**config.mk**
```make
export PLATFORM = sky130hd
export DESIGN_NAME = http_chunked_body_decoder_flat
export DESIGN_NICKNAME = d
export VERILOG_FILES = /design/src/design/chd_pkg.sv /design/src/design/chd_stream_if.sv /design/src/design/chd_in_stage.sv /design/src/design/chd_parser.sv /design/src/design/http_chunked_body_decoder.sv /design/src/flat_wrapper.sv
export SDC_FILE = /design/constraint.sdc
export NUM_CORES = 1
export LEC_CHECK = 0
export BUFFER_PORTS_ARGS = -buffer_cell sky130_fd_sc_hd__buf_2
export CORE_ASPECT_RATIO = 1.75
export CORE_MARGIN = 2
export CORE_UTILIZATION = 29
export CTS_CLUSTER_DIAMETER = 150
export CTS_CLUSTER_SIZE = 28
export DETAILED_ROUTE_END_ITERATION = 7
export GPL_TIMING_DRIVEN = 0
export PLACE_DENSITY = 0.4
export SETUP_SLACK_MARGIN = 0.02
export SYNTH_ARGS = -nofsm -noshare
export SYNTH_HDL_FRONTEND = slang
export SYNTH_SLANG_ARGS = --single-unit
```
**constraint.sdc**
```tcl
create_clock -name clk -period 9.9 [get_ports clk]
set_clock_uncertainty 0.1 [all_clocks]
set_input_delay 1.98 -clock clk [delete_from_list [all_inputs] [get_ports clk]]
set_output_delay 1.98 -clock clk [all_outputs]
set_load 0.03 [all_outputs]
```
**src/design/chd_pkg.sv**
```systemverilog
// ----------------------------------------------------------------------------
// chd_pkg: shared definitions for the chunked body decoder
// Item types, parser phases, character codes and the character classifiers.
// ----------------------------------------------------------------------------
package chd_pkg;

	localparam int SIZE_BITS_DEF = 32;

	localparam logic [7:0] CHAR_LF   = 8'h0A;
	localparam logic [7:0] CHAR_CR   = 8'h0D;
	localparam logic [7:0] CHAR_SP   = 8'h20;
	localparam logic [7:0] CHAR_TAB  = 8'h09;
	localparam logic [7:0] CHAR_VT   = 8'h0B;
	localparam logic [7:0] CHAR_FF   = 8'h0C;
	localparam logic [7:0] CHAR_0    = 8'h30;
	localparam logic [7:0] CHAR_9    = 8'h39;
	localparam logic [7:0] CHAR_LA   = 8'h61;
	localparam logic [7:0] CHAR_LF_X = 8'h66;
	localparam logic [7:0] CHAR_UA   = 8'h41;
	localparam logic [7:0] CHAR_UF   = 8'h46;
	localparam logic [7:0] HEX_TEN   = 8'd10;

	localparam logic KIND_DATA = 1'b0;
	localparam logic KIND_END  = 1'b1;

	typedef enum logic [2:0] {
		PH_LEAD    = 3'd0,
		PH_DIGITS  = 3'd1,
		PH_DATA    = 3'd2,
		PH_GAP     = 3'd3,
		PH_TRAILER = 3'd4,
		PH_DONE    = 3'd5
	} phase_t;

	typedef struct packed {
		logic [7:0] in_byte;
		logic       new_body;
	} in_item_t;

	typedef struct packed {
		logic       kind;
		logic [7:0] out_byte;
		logic       chunk_last;
		logic       size_saturated;
	} out_item_t;

	// Contents of the input register as seen by the parser.
	typedef struct packed {
		logic     valid;
		in_item_t item;
	} stage_t;

	// Hex digit decode: bit 4 set when the character is a hex digit.
	function automatic logic [4:0] hex_decode(input logic [7:0] c);
		logic [7:0] v;
		v = 8'd0;
		if (c >= CHAR_0 && c <= CHAR_9) begin
			v = c - CHAR_0;
			return {1'b1, v[3:0]};
		end else if (c >= CHAR_LA && c <= CHAR_LF_X) begin
			v = c - CHAR_LA + HEX_TEN;
			return {1'b1, v[3:0]};
		end else if (c >= CHAR_UA && c <= CHAR_UF) begin
			v = c - CHAR_UA + HEX_TEN;
			return {1'b1, v[3:0]};
		end
		return 5'd0;
	endfunction

	function automatic logic is_blank(input logic [7:0] c);
		return (c == CHAR_SP) || (c == CHAR_TAB) || (c == CHAR_VT) || (c == CHAR_FF);
	endfunction

endpackage

```
**src/design/chd_stream_if.sv**
```systemverilog
// ----------------------------------------------------------------------------
// chd_stream_if: valid/ready stream channel
// Carries one item per handshake; the source drives valid and data.
// ----------------------------------------------------------------------------
interface chd_stream_if #(
	parameter type item_t = logic
);
	logic  valid;
	logic  ready;
	item_t data;

	modport source (output valid, output data, input ready);
	modport sink (input valid, input data, output ready);
endinterface

```
**src/design/chd_in_stage.sv**
```systemverilog
// ----------------------------------------------------------------------------
// chd_in_stage: input register
// Captures one body byte per cycle while the parser takes them, and holds it until the parser takes it.
// ----------------------------------------------------------------------------
module chd_in_stage (
	input  logic             clk,
	input  logic             arst_n,
	chd_stream_if.sink       body,
	input  logic             take,
	output chd_pkg::stage_t  stage
);
	import chd_pkg::*;

	logic     valid_s1;
	in_item_t item_s1;

	assign body.ready = !valid_s1 || take;

	always_ff @(posedge clk or negedge arst_n) begin
		if (!arst_n) begin
			valid_s1 <= 1'b0;
		end else if (body.ready) begin
			valid_s1 <= body.valid;
		end
	end

	always_ff @(posedge clk) begin
		if (body.ready && body.valid) begin
			item_s1 <= body.data;
		end
	end

	assign stage = '{valid: valid_s1, item: item_s1};
endmodule

```
**src/design/chd_parser.sv**
```systemverilog
// ----------------------------------------------------------------------------
// chd_parser: chunk framing state and result register
// Updates the framing state from one byte and registers any result item.
// ----------------------------------------------------------------------------
module chd_parser #(
	parameter int SIZE_BITS = chd_pkg::SIZE_BITS_DEF
) (
	input  logic            clk,
	input  logic            arst_n,
	input  chd_pkg::stage_t stage,
	output logic            take,
	chd_stream_if.source    payload
);
	import chd_pkg::*;

	phase_t               phase_q, phase_d, ph_e;
	logic [SIZE_BITS-1:0] remain_q, remain_d, rem_e, rem_dec;
	logic                 dig_end_q, dig_end_d, dig_e;
	logic                 gap_q, gap_d, gap_e;
	logic                 trail_q, trail_d, trail_e;
	logic                 ovf_q, ovf_d, ovf_e;
	logic                 res_valid;
	out_item_t            res;
	logic                 out_valid_q;
	out_item_t            out_item_q;
	logic [7:0]           c;
	logic [4:0]           hex;
	logic                 fire;

	assign take = !out_valid_q || payload.ready;
	assign fire = stage.valid && take;
	assign c    = stage.item.in_byte;
	assign hex  = hex_decode(c);

	always_comb begin
		// A new body starts from the reset state before this byte.
		if (stage.item.new_body) begin
			ph_e    = PH_LEAD;
			rem_e   = '0;
			dig_e   = 1'b0;
			gap_e   = 1'b0;
			trail_e = 1'b0;
			ovf_e   = 1'b0;
		end else begin
			ph_e    = phase_q;
			rem_e   = remain_q;
			dig_e   = dig_end_q;
			gap_e   = gap_q;
			trail_e = trail_q;
			ovf_e   = ovf_q;
		end

		phase_d   = ph_e;
		remain_d  = rem_e;
		dig_end_d = dig_e;
		gap_d     = gap_e;
		trail_d   = trail_e;
		ovf_d     = ovf_e;
		rem_dec   = rem_e - {{(SIZE_BITS-1){1'b0}}, 1'b1};
		res_valid = 1'b0;
		res       = '{kind: KIND_DATA, out_byte: 8'd0, chunk_last: 1'b0,
			size_saturated: 1'b0};

		case (ph_e)
			PH_LEAD, PH_DIGITS: begin
				if (c == CHAR_LF) begin
					if (rem_e != '0) begin
						phase_d = PH_DATA;
					end else begin
						phase_d = PH_TRAILER;
						trail_d = 1'b0;
					end
				end else if (c == CHAR_CR || dig_e) begin
					phase_d = ph_e;
				end else if (ph_e == PH_LEAD && is_blank(c)) begin
					phase_d = ph_e;
				end else if (hex[4]) begin
					phase_d = PH_DIGITS;
					if (ovf_e || rem_e[SIZE_BITS-1 -: 4] != 4'd0) begin
						remain_d = '1;
						ovf_d    = 1'b1;
					end else begin
						remain_d = {rem_e[SIZE_BITS-5:0], hex[3:0]};
					end
				end else begin
					dig_end_d = 1'b1;
					phase_d   = PH_DIGITS;
				end
			end
			PH_DATA: begin
				remain_d  = rem_dec;
				res_valid = 1'b1;
				res       = '{kind: KIND_DATA, out_byte: c,
					chunk_last: (rem_dec == '0), size_saturated: ovf_e};
				if (rem_dec == '0) begin
					phase_d = PH_GAP;
					gap_d   = 1'b0;
				end
			end
			PH_GAP: begin
				if (!gap_e) begin
					gap_d = 1'b1;
				end else begin
					phase_d   = PH_LEAD;
					remain_d  = '0;
					dig_end_d = 1'b0;
					gap_d     = 1'b0;
					trail_d   = 1'b0;
					ovf_d     = 1'b0;
				end
			end
			PH_TRAILER: begin
				if (c == CHAR_LF) begin
					if (!trail_e) begin
						phase_d   = PH_DONE;
						res_valid = 1'b1;
						res       = '{kind: KIND_END, out_byte: 8'd0,
							chunk_last: 1'b0, size_saturated: 1'b0};
					end else begin
						trail_d = 1'b0;
					end
				end else if (c != CHAR_CR) begin
					trail_d = 1'b1;
				end
			end
			default: begin
				phase_d = PH_DONE;
			end
		endcase
	end

	always_ff @(posedge clk or negedge arst_n) begin
		if (!arst_n) begin
			phase_q   <= PH_LEAD;
			remain_q  <= '0;
			dig_end_q <= 1'b0;
			gap_q     <= 1'b0;
			trail_q   <= 1'b0;
			ovf_q     <= 1'b0;
		end else if (fire) begin
			phase_q   <= phase_d;
			remain_q  <= remain_d;
			dig_end_q <= dig_end_d;
			gap_q     <= gap_d;
			trail_q   <= trail_d;
			ovf_q     <= ovf_d;
		end
	end

	always_ff @(posedge clk or negedge arst_n) begin
		if (!arst_n) begin
			out_valid_q <= 1'b0;
		end else if (fire) begin
			out_valid_q <= res_valid;
		end else if (payload.ready) begin
			out_valid_q <= 1'b0;
		end
	end

	always_ff @(posedge clk) begin
		if (fire && res_valid) begin
			out_item_q <= res;
		end
	end

	assign payload.valid = out_valid_q;
	assign payload.data  = out_item_q;
endmodule

```
**src/design/http_chunked_body_decoder.sv**
```systemverilog
// ----------------------------------------------------------------------------
// http_chunked_body_decoder: HTTP/1.1 chunked transfer decoder
// Strips chunk framing from a response body and delivers the payload bytes.
//
// Feed the body one byte per item on the body channel; set new_body on the
// first byte of each body. Payload bytes come out on the payload channel with
// kind 0, chunk_last on the final byte of each chunk and size_saturated when
// the chunk size field overflowed SIZE_BITS bits and was clamped to all ones.
// After the zero-size chunk and its trailer lines, one item with kind 1 marks
// the end of the body; further bytes are dropped until new_body is set. Size
// lines, CR, the two bytes after each chunk and trailer bytes produce no item.
// The decoder takes one byte every cycle unless a result waits untaken: a
// byte passes an input register, then the framing state update and the
// result register, which offers the result until the payload channel takes
// it. While a result waits untaken, the parser stalls and the input register
// holds the next byte; the state update runs once per byte.
// ----------------------------------------------------------------------------
module http_chunked_body_decoder #(
	parameter int SIZE_BITS = chd_pkg::SIZE_BITS_DEF
) (
	input  logic         clk,
	input  logic         arst_n,
	chd_stream_if.sink   body,
	chd_stream_if.source payload
);
	import chd_pkg::*;

	stage_t stage;
	logic   take;

	// Input register: holds one byte until the parser consumes it.
	chd_in_stage u_in_stage (
		.clk    (clk),
		.arst_n (arst_n),
		.body   (body),
		.take   (take),
		.stage  (stage)
	);

	// Framing state and result register.
	chd_parser #(
		.SIZE_BITS (SIZE_BITS)
	) u_parser (
		.clk     (clk),
		.arst_n  (arst_n),
		.stage   (stage),
		.take    (take),
		.payload (payload)
	);
endmodule
```
**src/flat_wrapper.sv**
```systemverilog
// flat-port wrapper written by rule: the top's interface ports become plain ports
module http_chunked_body_decoder_flat import chd_pkg::*;
#(
	parameter int SIZE_BITS = chd_pkg::SIZE_BITS_DEF
)
  (clk, arst_n, body_valid, body_data, body_ready, payload_valid, payload_data, payload_ready);
  chd_stream_if body_i ();
  chd_stream_if payload_i ();
  input  logic clk;
  input  logic arst_n;
  input wire logic [$bits(body_i.valid)-1:0] body_valid;
  input wire logic [$bits(body_i.data)-1:0] body_data;
  output wire logic [$bits(body_i.ready)-1:0] body_ready;
  output wire logic [$bits(payload_i.valid)-1:0] payload_valid;
  output wire logic [$bits(payload_i.data)-1:0] payload_data;
  input wire logic [$bits(payload_i.ready)-1:0] payload_ready;
  assign body_i.valid = body_valid;
  assign body_i.data = body_data;
  assign body_ready = body_i.ready;
  assign payload_valid = payload_i.valid;
  assign payload_data = payload_i.data;
  assign payload_i.ready = payload_ready;
  http_chunked_body_decoder #(.SIZE_BITS(SIZE_BITS)) u_core (.clk(clk), .arst_n(arst_n), .body(body_i), .payload(payload_i));
endmodule
```
==> metrics, run 1 <==
Starting Density=29.5%; share of cells above drive strength 1=8.60%; total gr overflow=0; PwrDens=117 nW/um^2; clock sink count=42; R2R Path End=u_core.u_parser.phase_q[0]; R2R depth=14; Routed WL per cell=23.2 um; Tmin final=4.52 ns; P&R area growth vs syn=11.9%; crit path max fanout=3; cts repair resizes=0; worst reg2reg path startpoint=u_core.u_in_stage.stage[0]; kind of critical path=primary input to primary output; port bufs=7; largest net degree at the start of global routing=41; gr usage total=23.2%; Setup Buffers After CTS=0; DRT iter0 DRCs=208; CTS Buf Count=5; Total Wirelength=12400 um; placed cell count=526; CTS root buf=clkbuf_16; clk_lat worst skew=0.29 ns; PnR Total Power=396 uW; DP Wirelength=9010 um; Max Clock Freq=221 MHz; initial antenna violation count=0; die height=139 um; Unique masters post-synth=60; flop and latch count out of synthesis=42; max-capacitance violation count=0; Worst Tran Pin Value=1.19 ns; min-delay src=u_core.u_parser.ovf_q; core box area=10200 sq um; Rows=49; Startpoint Class=primary input; Residual DRC=0; final period utilization=45.7%; vias in the first global route=3231; CTS tree=yes; hold depth=1; Endpoint, Worst Hold=u_core.u_parser.ovf_q; asr flop ratio synth=95.2%; syn_area_per_cell=7.71 sq um; Layout Cell Area excl Fill=3380 sq um; sequential area share after synthesis=35.1%; Post-synth EDFFs=2; I/O pins=8; n_diodes=0; Post-Layout Cell Count=534; arrival time at the worst endpoint=2.44 ns; RSZ-0062 raised after global routing=no; Area after DPL=3220 sq um; slack of the critical path=5.38 ns; Syn Inst Count=392; Initial DRT Pass Iterations=5; Hold Path Class=flop to flop; Setup WS pre-CTS=5.38 ns; CTS H-tree depth=2; die area=11300 sq um; Ys Warns=0; Cell Area, Synth=3020 sq um; Final ANT Viol Nets=0; aggregate negative setup slack=0 ns; fin. max-slew vios=0; Clock Tree Buf Depth=2; Final Util=33.0%; vias per inst=6.01; Worst-path clk slew=0.07 ns; GP Congestion=0.969; Post-layout nets=413; first-pass GRT wire length=19200 um; CP required=7.82 ns; Final Setup Violations=0; # hold bufs at CTS=0; peak supply drop=65.9 uV; R2R setup slack=5.52 ns; Synth Flop Type=dfrtp_1; DR vias=3211; leakage=1.45 nW; Min Hold Slack=0.395 ns; synthesized net count=399; chip width=81.2 um; relative slew slack=20.0%; Hold Violations, Final=0; status=finished clean; Critical Path End Type=primary output
==> registers in the layout, indices dropped and copies added (netlist names) <==
register                       flops
u_core.u_parser.gap_q              1
u_core.u_parser.remain_q          32
u_core.u_in_stage.valid_s1         1
u_core.u_in_stage.stage            1
u_core.u_parser.payload.data       1
u_core.u_parser.phase_q            3
u_core.u_parser.ovf_q              1
u_core.u_parser.dig_end_q          1
u_core.u_parser.payload.valid      1
==> cells in the mapped netlist, types with 4 or more instances <==
master / count / area [sq um]
o21ai_0: 56 / 280
nand2_1: 47 / 176
dfrtp_1: 40 / 1000
nor2_1: 37 / 139
a21oi_1: 25 / 125
clkbuf_1: 19 / 71.3
nor3_1: 16 / 80.1
nor4_1: 15 / 93.8
inv_1: 12 / 45.0
nand3_1: 10 / 50.1
o31ai_1: 9 / 67.6
or4_1: 6 / 45.0
nand4_1: 5 / 31.3
or2_2: 5 / 31.3
or3_1: 5 / 31.3
nand2b_1: 4 / 25.0
nor2b_1: 4 / 25.0
o211ai_1: 4 / 30.0
xnor2_1: 4 / 35.0
==> routing by layer <==
| metal | track usage, % | vias to the layer above | part of all wire [%] |
|---|---|---|---|
| met5 | 0 | - | 0 |
| met4 | 12.4 | 0 | 5.2 |
| met3 | 2.86 | 39 | 4.2 |
| met2 | 39.7 | 115 | 51 |
| met1 | 27.3 | 1577 | 39 |
| li1 | - | 1480 | - |
==> cell families after synthesis <==
logic type,count (synthesis),share of synthesized area [%]
DFF,42,35.1
adders and majority gates,2,0.828
and+or+nand+nor,170,29.0
muxes,4,1.41
buffers and inverters,38,5.46
AOI/OAI and AO/OA,131,26.7
xor gates and xnor gates,5,1.45
==> how the worst max path moves through the flow <==
stage / from / endpoint / cells after the start
finish: payload_ready / body_ready / 3
global route: u_core.u_in_stage.stage[0] / u_core.u_parser.phase_q[0] / 13
CTS: payload_ready / body_ready / 3
detailed placement: payload_ready / body_ready / 3
global placement: payload_ready / body_ready / 3
floorplan: payload_ready / body_ready / 1
==> cell type report <==
cell class	instances	area, sq um
fill	1113	6860
multi-input combinational	312	1800
sequential	42	1060
tap	127	159
clock buffer	5	125
buffer	25	116
inverter	13	48.8
clock inverter	3	40.0
timing repair buffer	7	35.0
==> power by group <==
part	switching, mW	leakage [nW]	internal, mW
logic	0.0214	0.798	0.00594
registers	0.00171	0.567	0.174
clock network	0.0742	0.0836	0.118
total	0.0973	1.45	0.298
==> cell usage in the layout (no fill, tap or decap), types with 3 or more instances in the layout <==
master      n
or3_1       5
buf_1       3
nand2_1    47
nand2b_1    4
and2_1      3
inv_1      12
a21oi_1    25
nor2_1     37
o21a_1      3
o31ai_1     9
buf_2       7
nor2b_1     4
a31oi_1     3
or2_2       5
clkbuf_1   19
o311ai_0    3
nand3_1    10
o211ai_1    4
clkbuf_16   5
buf_6       3
dfrtp_1    40
xnor2_1     4
nand4_1     5
o21ai_0    56
nor3_1     16
or4_1       6
nor4_2      3
o22ai_1     3
nor4_1     15
==> worst max-delay path, cell delays in order <==
cell,delay [ns]
buf_2,0.10
nand3b_1,0.17
buf_2,0.19
No activity file was read; power rests on OpenSTA's default activity.
==> run 2: changes to the inputs <==
--- a/config.mk
+++ b/config.mk
@@ -5,6 +5,7 @@
 export SDC_FILE = /design/constraint.sdc
 export NUM_CORES = 1
 export LEC_CHECK = 0
+export ABC_AREA = 1
 export BUFFER_PORTS_ARGS = -buffer_cell sky130_fd_sc_hd__buf_2
 export CORE_ASPECT_RATIO = 1.75
 export CORE_MARGIN = 2
@@ -13,7 +14,7 @@
 export CTS_CLUSTER_SIZE = 28
 export DETAILED_ROUTE_END_ITERATION = 7
 export GPL_TIMING_DRIVEN = 0
-export PLACE_DENSITY = 0.4
+export PLACE_DENSITY = 0.42
 export SETUP_SLACK_MARGIN = 0.02
 export SYNTH_ARGS = -nofsm -noshare
 export SYNTH_HDL_FRONTEND = slang
==> constraint.sdc (replaced) <==
create_clock -name clk -period 3.9 [get_ports clk]
set_clock_uncertainty 0.1 [all_clocks]
set_input_delay 0.78 -clock clk [delete_from_list [all_inputs] [get_ports clk]]
set_output_delay 0.78 -clock clk [all_outputs]
set_load 0.03 [all_outputs]
==> run 2 against run 1 <==
- synthesized area is 13% higher
- sequential share of layout area decreased by 3.3 points
- critical path type is now flop to flop
- global-route usage is 3.4 points lower
- routed wire length down 4.7%
- flip-flop and latch count is the same
- die area increased by 13%
- clock-buffer cell count is the same
- synthesized cell count rose by 40%
- first-iteration DRC count down 20%
- critical path depth grew 15
==> metrics, run 2 <==
Max Clock Freq=332 MHz; cts repair resizes=0; Rows=52; total gr overflow=0; Initial DRT Pass Iterations=4; fin. max-slew vios=0; CP required=4.00 ns; footprint of the multi-input gates=2050 sq um; RSZ-0062 raised after global routing=no; sequential area share after synthesis=31.0%; aggregate negative setup slack=0 ns; Routed WL per cell=16.8 um; CTS tree=yes; DRT iter0 DRCs=167; max reg flops=32; Yosys top cell by area=dfrtp_1; Synth Flop Type=dfrtp_1; Min Hold Slack=0.390 ns; Setup Buffers After CTS=0; max-capacitance violation count=0; first-pass GRT wire length=19200 um; Residual DRC=0; crit path max fanout=10; leakage=1.94 nW; biggest regs=u_core.u_parser.remain_q: 32 flops, u_core.u_parser.phase_q: 3 flops; most common cell in the netlist=nand2_1; Post-synth EDFFs=2; CTS H-tree depth=2; Post-layout nets=571; Hold Path Class=flop to flop; DP Wirelength=9120 um; GP Congestion=0.895; Unique masters post-synth=33; Final Setup Violations=0; clk_lat worst skew=0.30 ns; Worst Tran Pin Value=0.975 ns; PwrDens=367 nW/um^2; I/O pins=8; Syn Inst Count=550; chip width=86.1 um; peak supply drop=198 uV; share of cells above drive strength 1=12.9%; Yosys top cell area share=29.3%; asr flop ratio synth=95.2%; Startpoint Class=flop; n_diodes=0; arrival time at the worst endpoint=3.11 ns; CTS root buf=clkbuf_16; Largest Register=u_core.u_parser.remain_q; commonest non-fill, non-tap cell in the layout=nand2_1; Ys Warns=0; Final Util=32.8%; commonest non-fill, non-tap cells in the layout=nand2_1 (166), nor2_1 (85), a21oi_1 (60), inv_1 (48), dfrtp_1 (40); Total Wirelength=11800 um; initial antenna violation count=0; Worst-path clk slew=0.07 ns; relative slew slack=35.0%; Critical Path End Type=flop; kind of critical path=flop to flop; die height=148 um; fillers=1269; status=finished clean; most used standard cells in the synthesized netlist=nand2_1 (166), nor2_1 (85), a21oi_1 (60), inv_1 (48), dfrtp_1 (40); Clock Tree Buf Depth=2; core box area=11500 sq um; Hold Violations, Final=0; Starting Density=29.7%; largest net degree at the start of global routing=41; port bufs=7; Cell Area, Synth=3420 sq um; synthesized net count=557; gr usage total=19.8%; syn_area_per_cell=6.22 sq um; # hold bufs at CTS=0; die area=12700 sq um; Tmin final=3.01 ns; leading post-synthesis cells by cell area=dfrtp_1 (29%), nand2_1 (18%), nor2_1 (9.3%); CTS Buf Count=5; DR vias=3512; storage element area=1060 sq um; clock sink count=42; P&R area growth vs syn=10.4%; flop and latch count out of synthesis=42; final period utilization=77.2%; Final ANT Viol Nets=0; vias in the first global route=3598; vias per inst=5.02
==> run 2: changes by cell type after synthesis, moves of 7 or more <==
cell / delta
nand2_1: +119
nor2_1: +48
o21ai_0: -38
inv_1: +36
a21oi_1: +35
nand2_2: +23
nand3_1: +21
nor3_1: -15
nor4_1: -15
o21ai_1: +12
o31ai_1: -9
nor2_2: +8
clkbuf_1: -7
==> run 2: kinds of logic (layout without fill, tap and decap cells) <==
logic type | count (synthesis) | in the layout | synth area share [%]
compound gates | 100 | 100 | 15.4
flops | 42 | 42 | 31.0
simple gates | 331 | 331 | 43.0
buf+inv | 72 | 87 | 9.14
xor+xnor | 3 | 3 | 0.768
fa+ha+maj | 2 | 2 | 0.731
==> run 2: worst paths after layout <==
path                                        startpoint                           end  slack [ns]  cells after the start
setup / recovery            u_core.u_in_stage.stage[0]         u_core.u_parser.gap_q        0.89                     18
hold / removal             u_core.u_parser.remain_q[0]   u_core.u_parser.remain_q[0]        0.39                      1
setup reg to reg            u_core.u_in_stage.stage[0]         u_core.u_parser.gap_q        0.89                     18
hold reg to reg            u_core.u_parser.remain_q[0]   u_core.u_parser.remain_q[0]        0.39                      1
max in group asynchronous                       arst_n    u_core.u_in_stage.valid_s1        2.56                      1
min in group asynchronous                       arst_n  u_core.u_parser.remain_q[14]        0.53                      1
==> run 2: metal layers <==
metal	routed length (um)	track usage, %	vias up
met5	0	0	-
met4	446	8.81	0
met3	417	1.95	22
met2	6380	36.7	75
met1	4550	22.1	1634
li1	-	-	1781
==> run 2: worst max-delay path, stage by stage (launching register included) <==
cell      delay, ns
edfxtp_1       0.51
inv_2          0.24
buf_8          0.21
nand2_4        0.08
ha_1           0.24
nand3_2        0.16
nor2_1         0.10
nand2_1        0.21
nand2_1        0.12
nand2_1        0.10
nand2_1        0.05
nor2_1         0.08
nand2_1        0.11
nor2_1         0.18
nand3_1        0.15
nand2_1        0.10
nand2_1        0.06
nand2_1        0.05
nand2_1        0.04
==> run 2: through the flow <==
stage                     area, sq um  cells  worst slack [ns]  power (mW)
after floorplan                  3420    550              1.62       0.808
after global placement           3620    692             0.903       0.924
after detailed placement         3620    692             0.883       0.923
after CTS                        3780    700             0.872        1.39
after global routing             3780    700             0.663        1.47
final                            3780    700             0.890        1.38
==> run 2: area by class of cell <==
type                    count  area share [%]
well taps                 135            4.47
plain buffers              18            2.92
multi-input cells         436            54.2
flip-flops and latches     42            28.1
inverters                  54            5.37
repair buffers              7           0.928
clock buffers               5            3.31
clock inverters             3           0.696
==> run 2: power by group <==
group / switching (mW) / leakage, nW / total [mW] / internal [mW]
Clock: 0.224 / 0.0752 / 0.470 / 0.246
Combinational: 0.277 / 1.35 / 0.398 / 0.121
Sequential: 0.0399 / 0.509 / 0.516 / 0.476
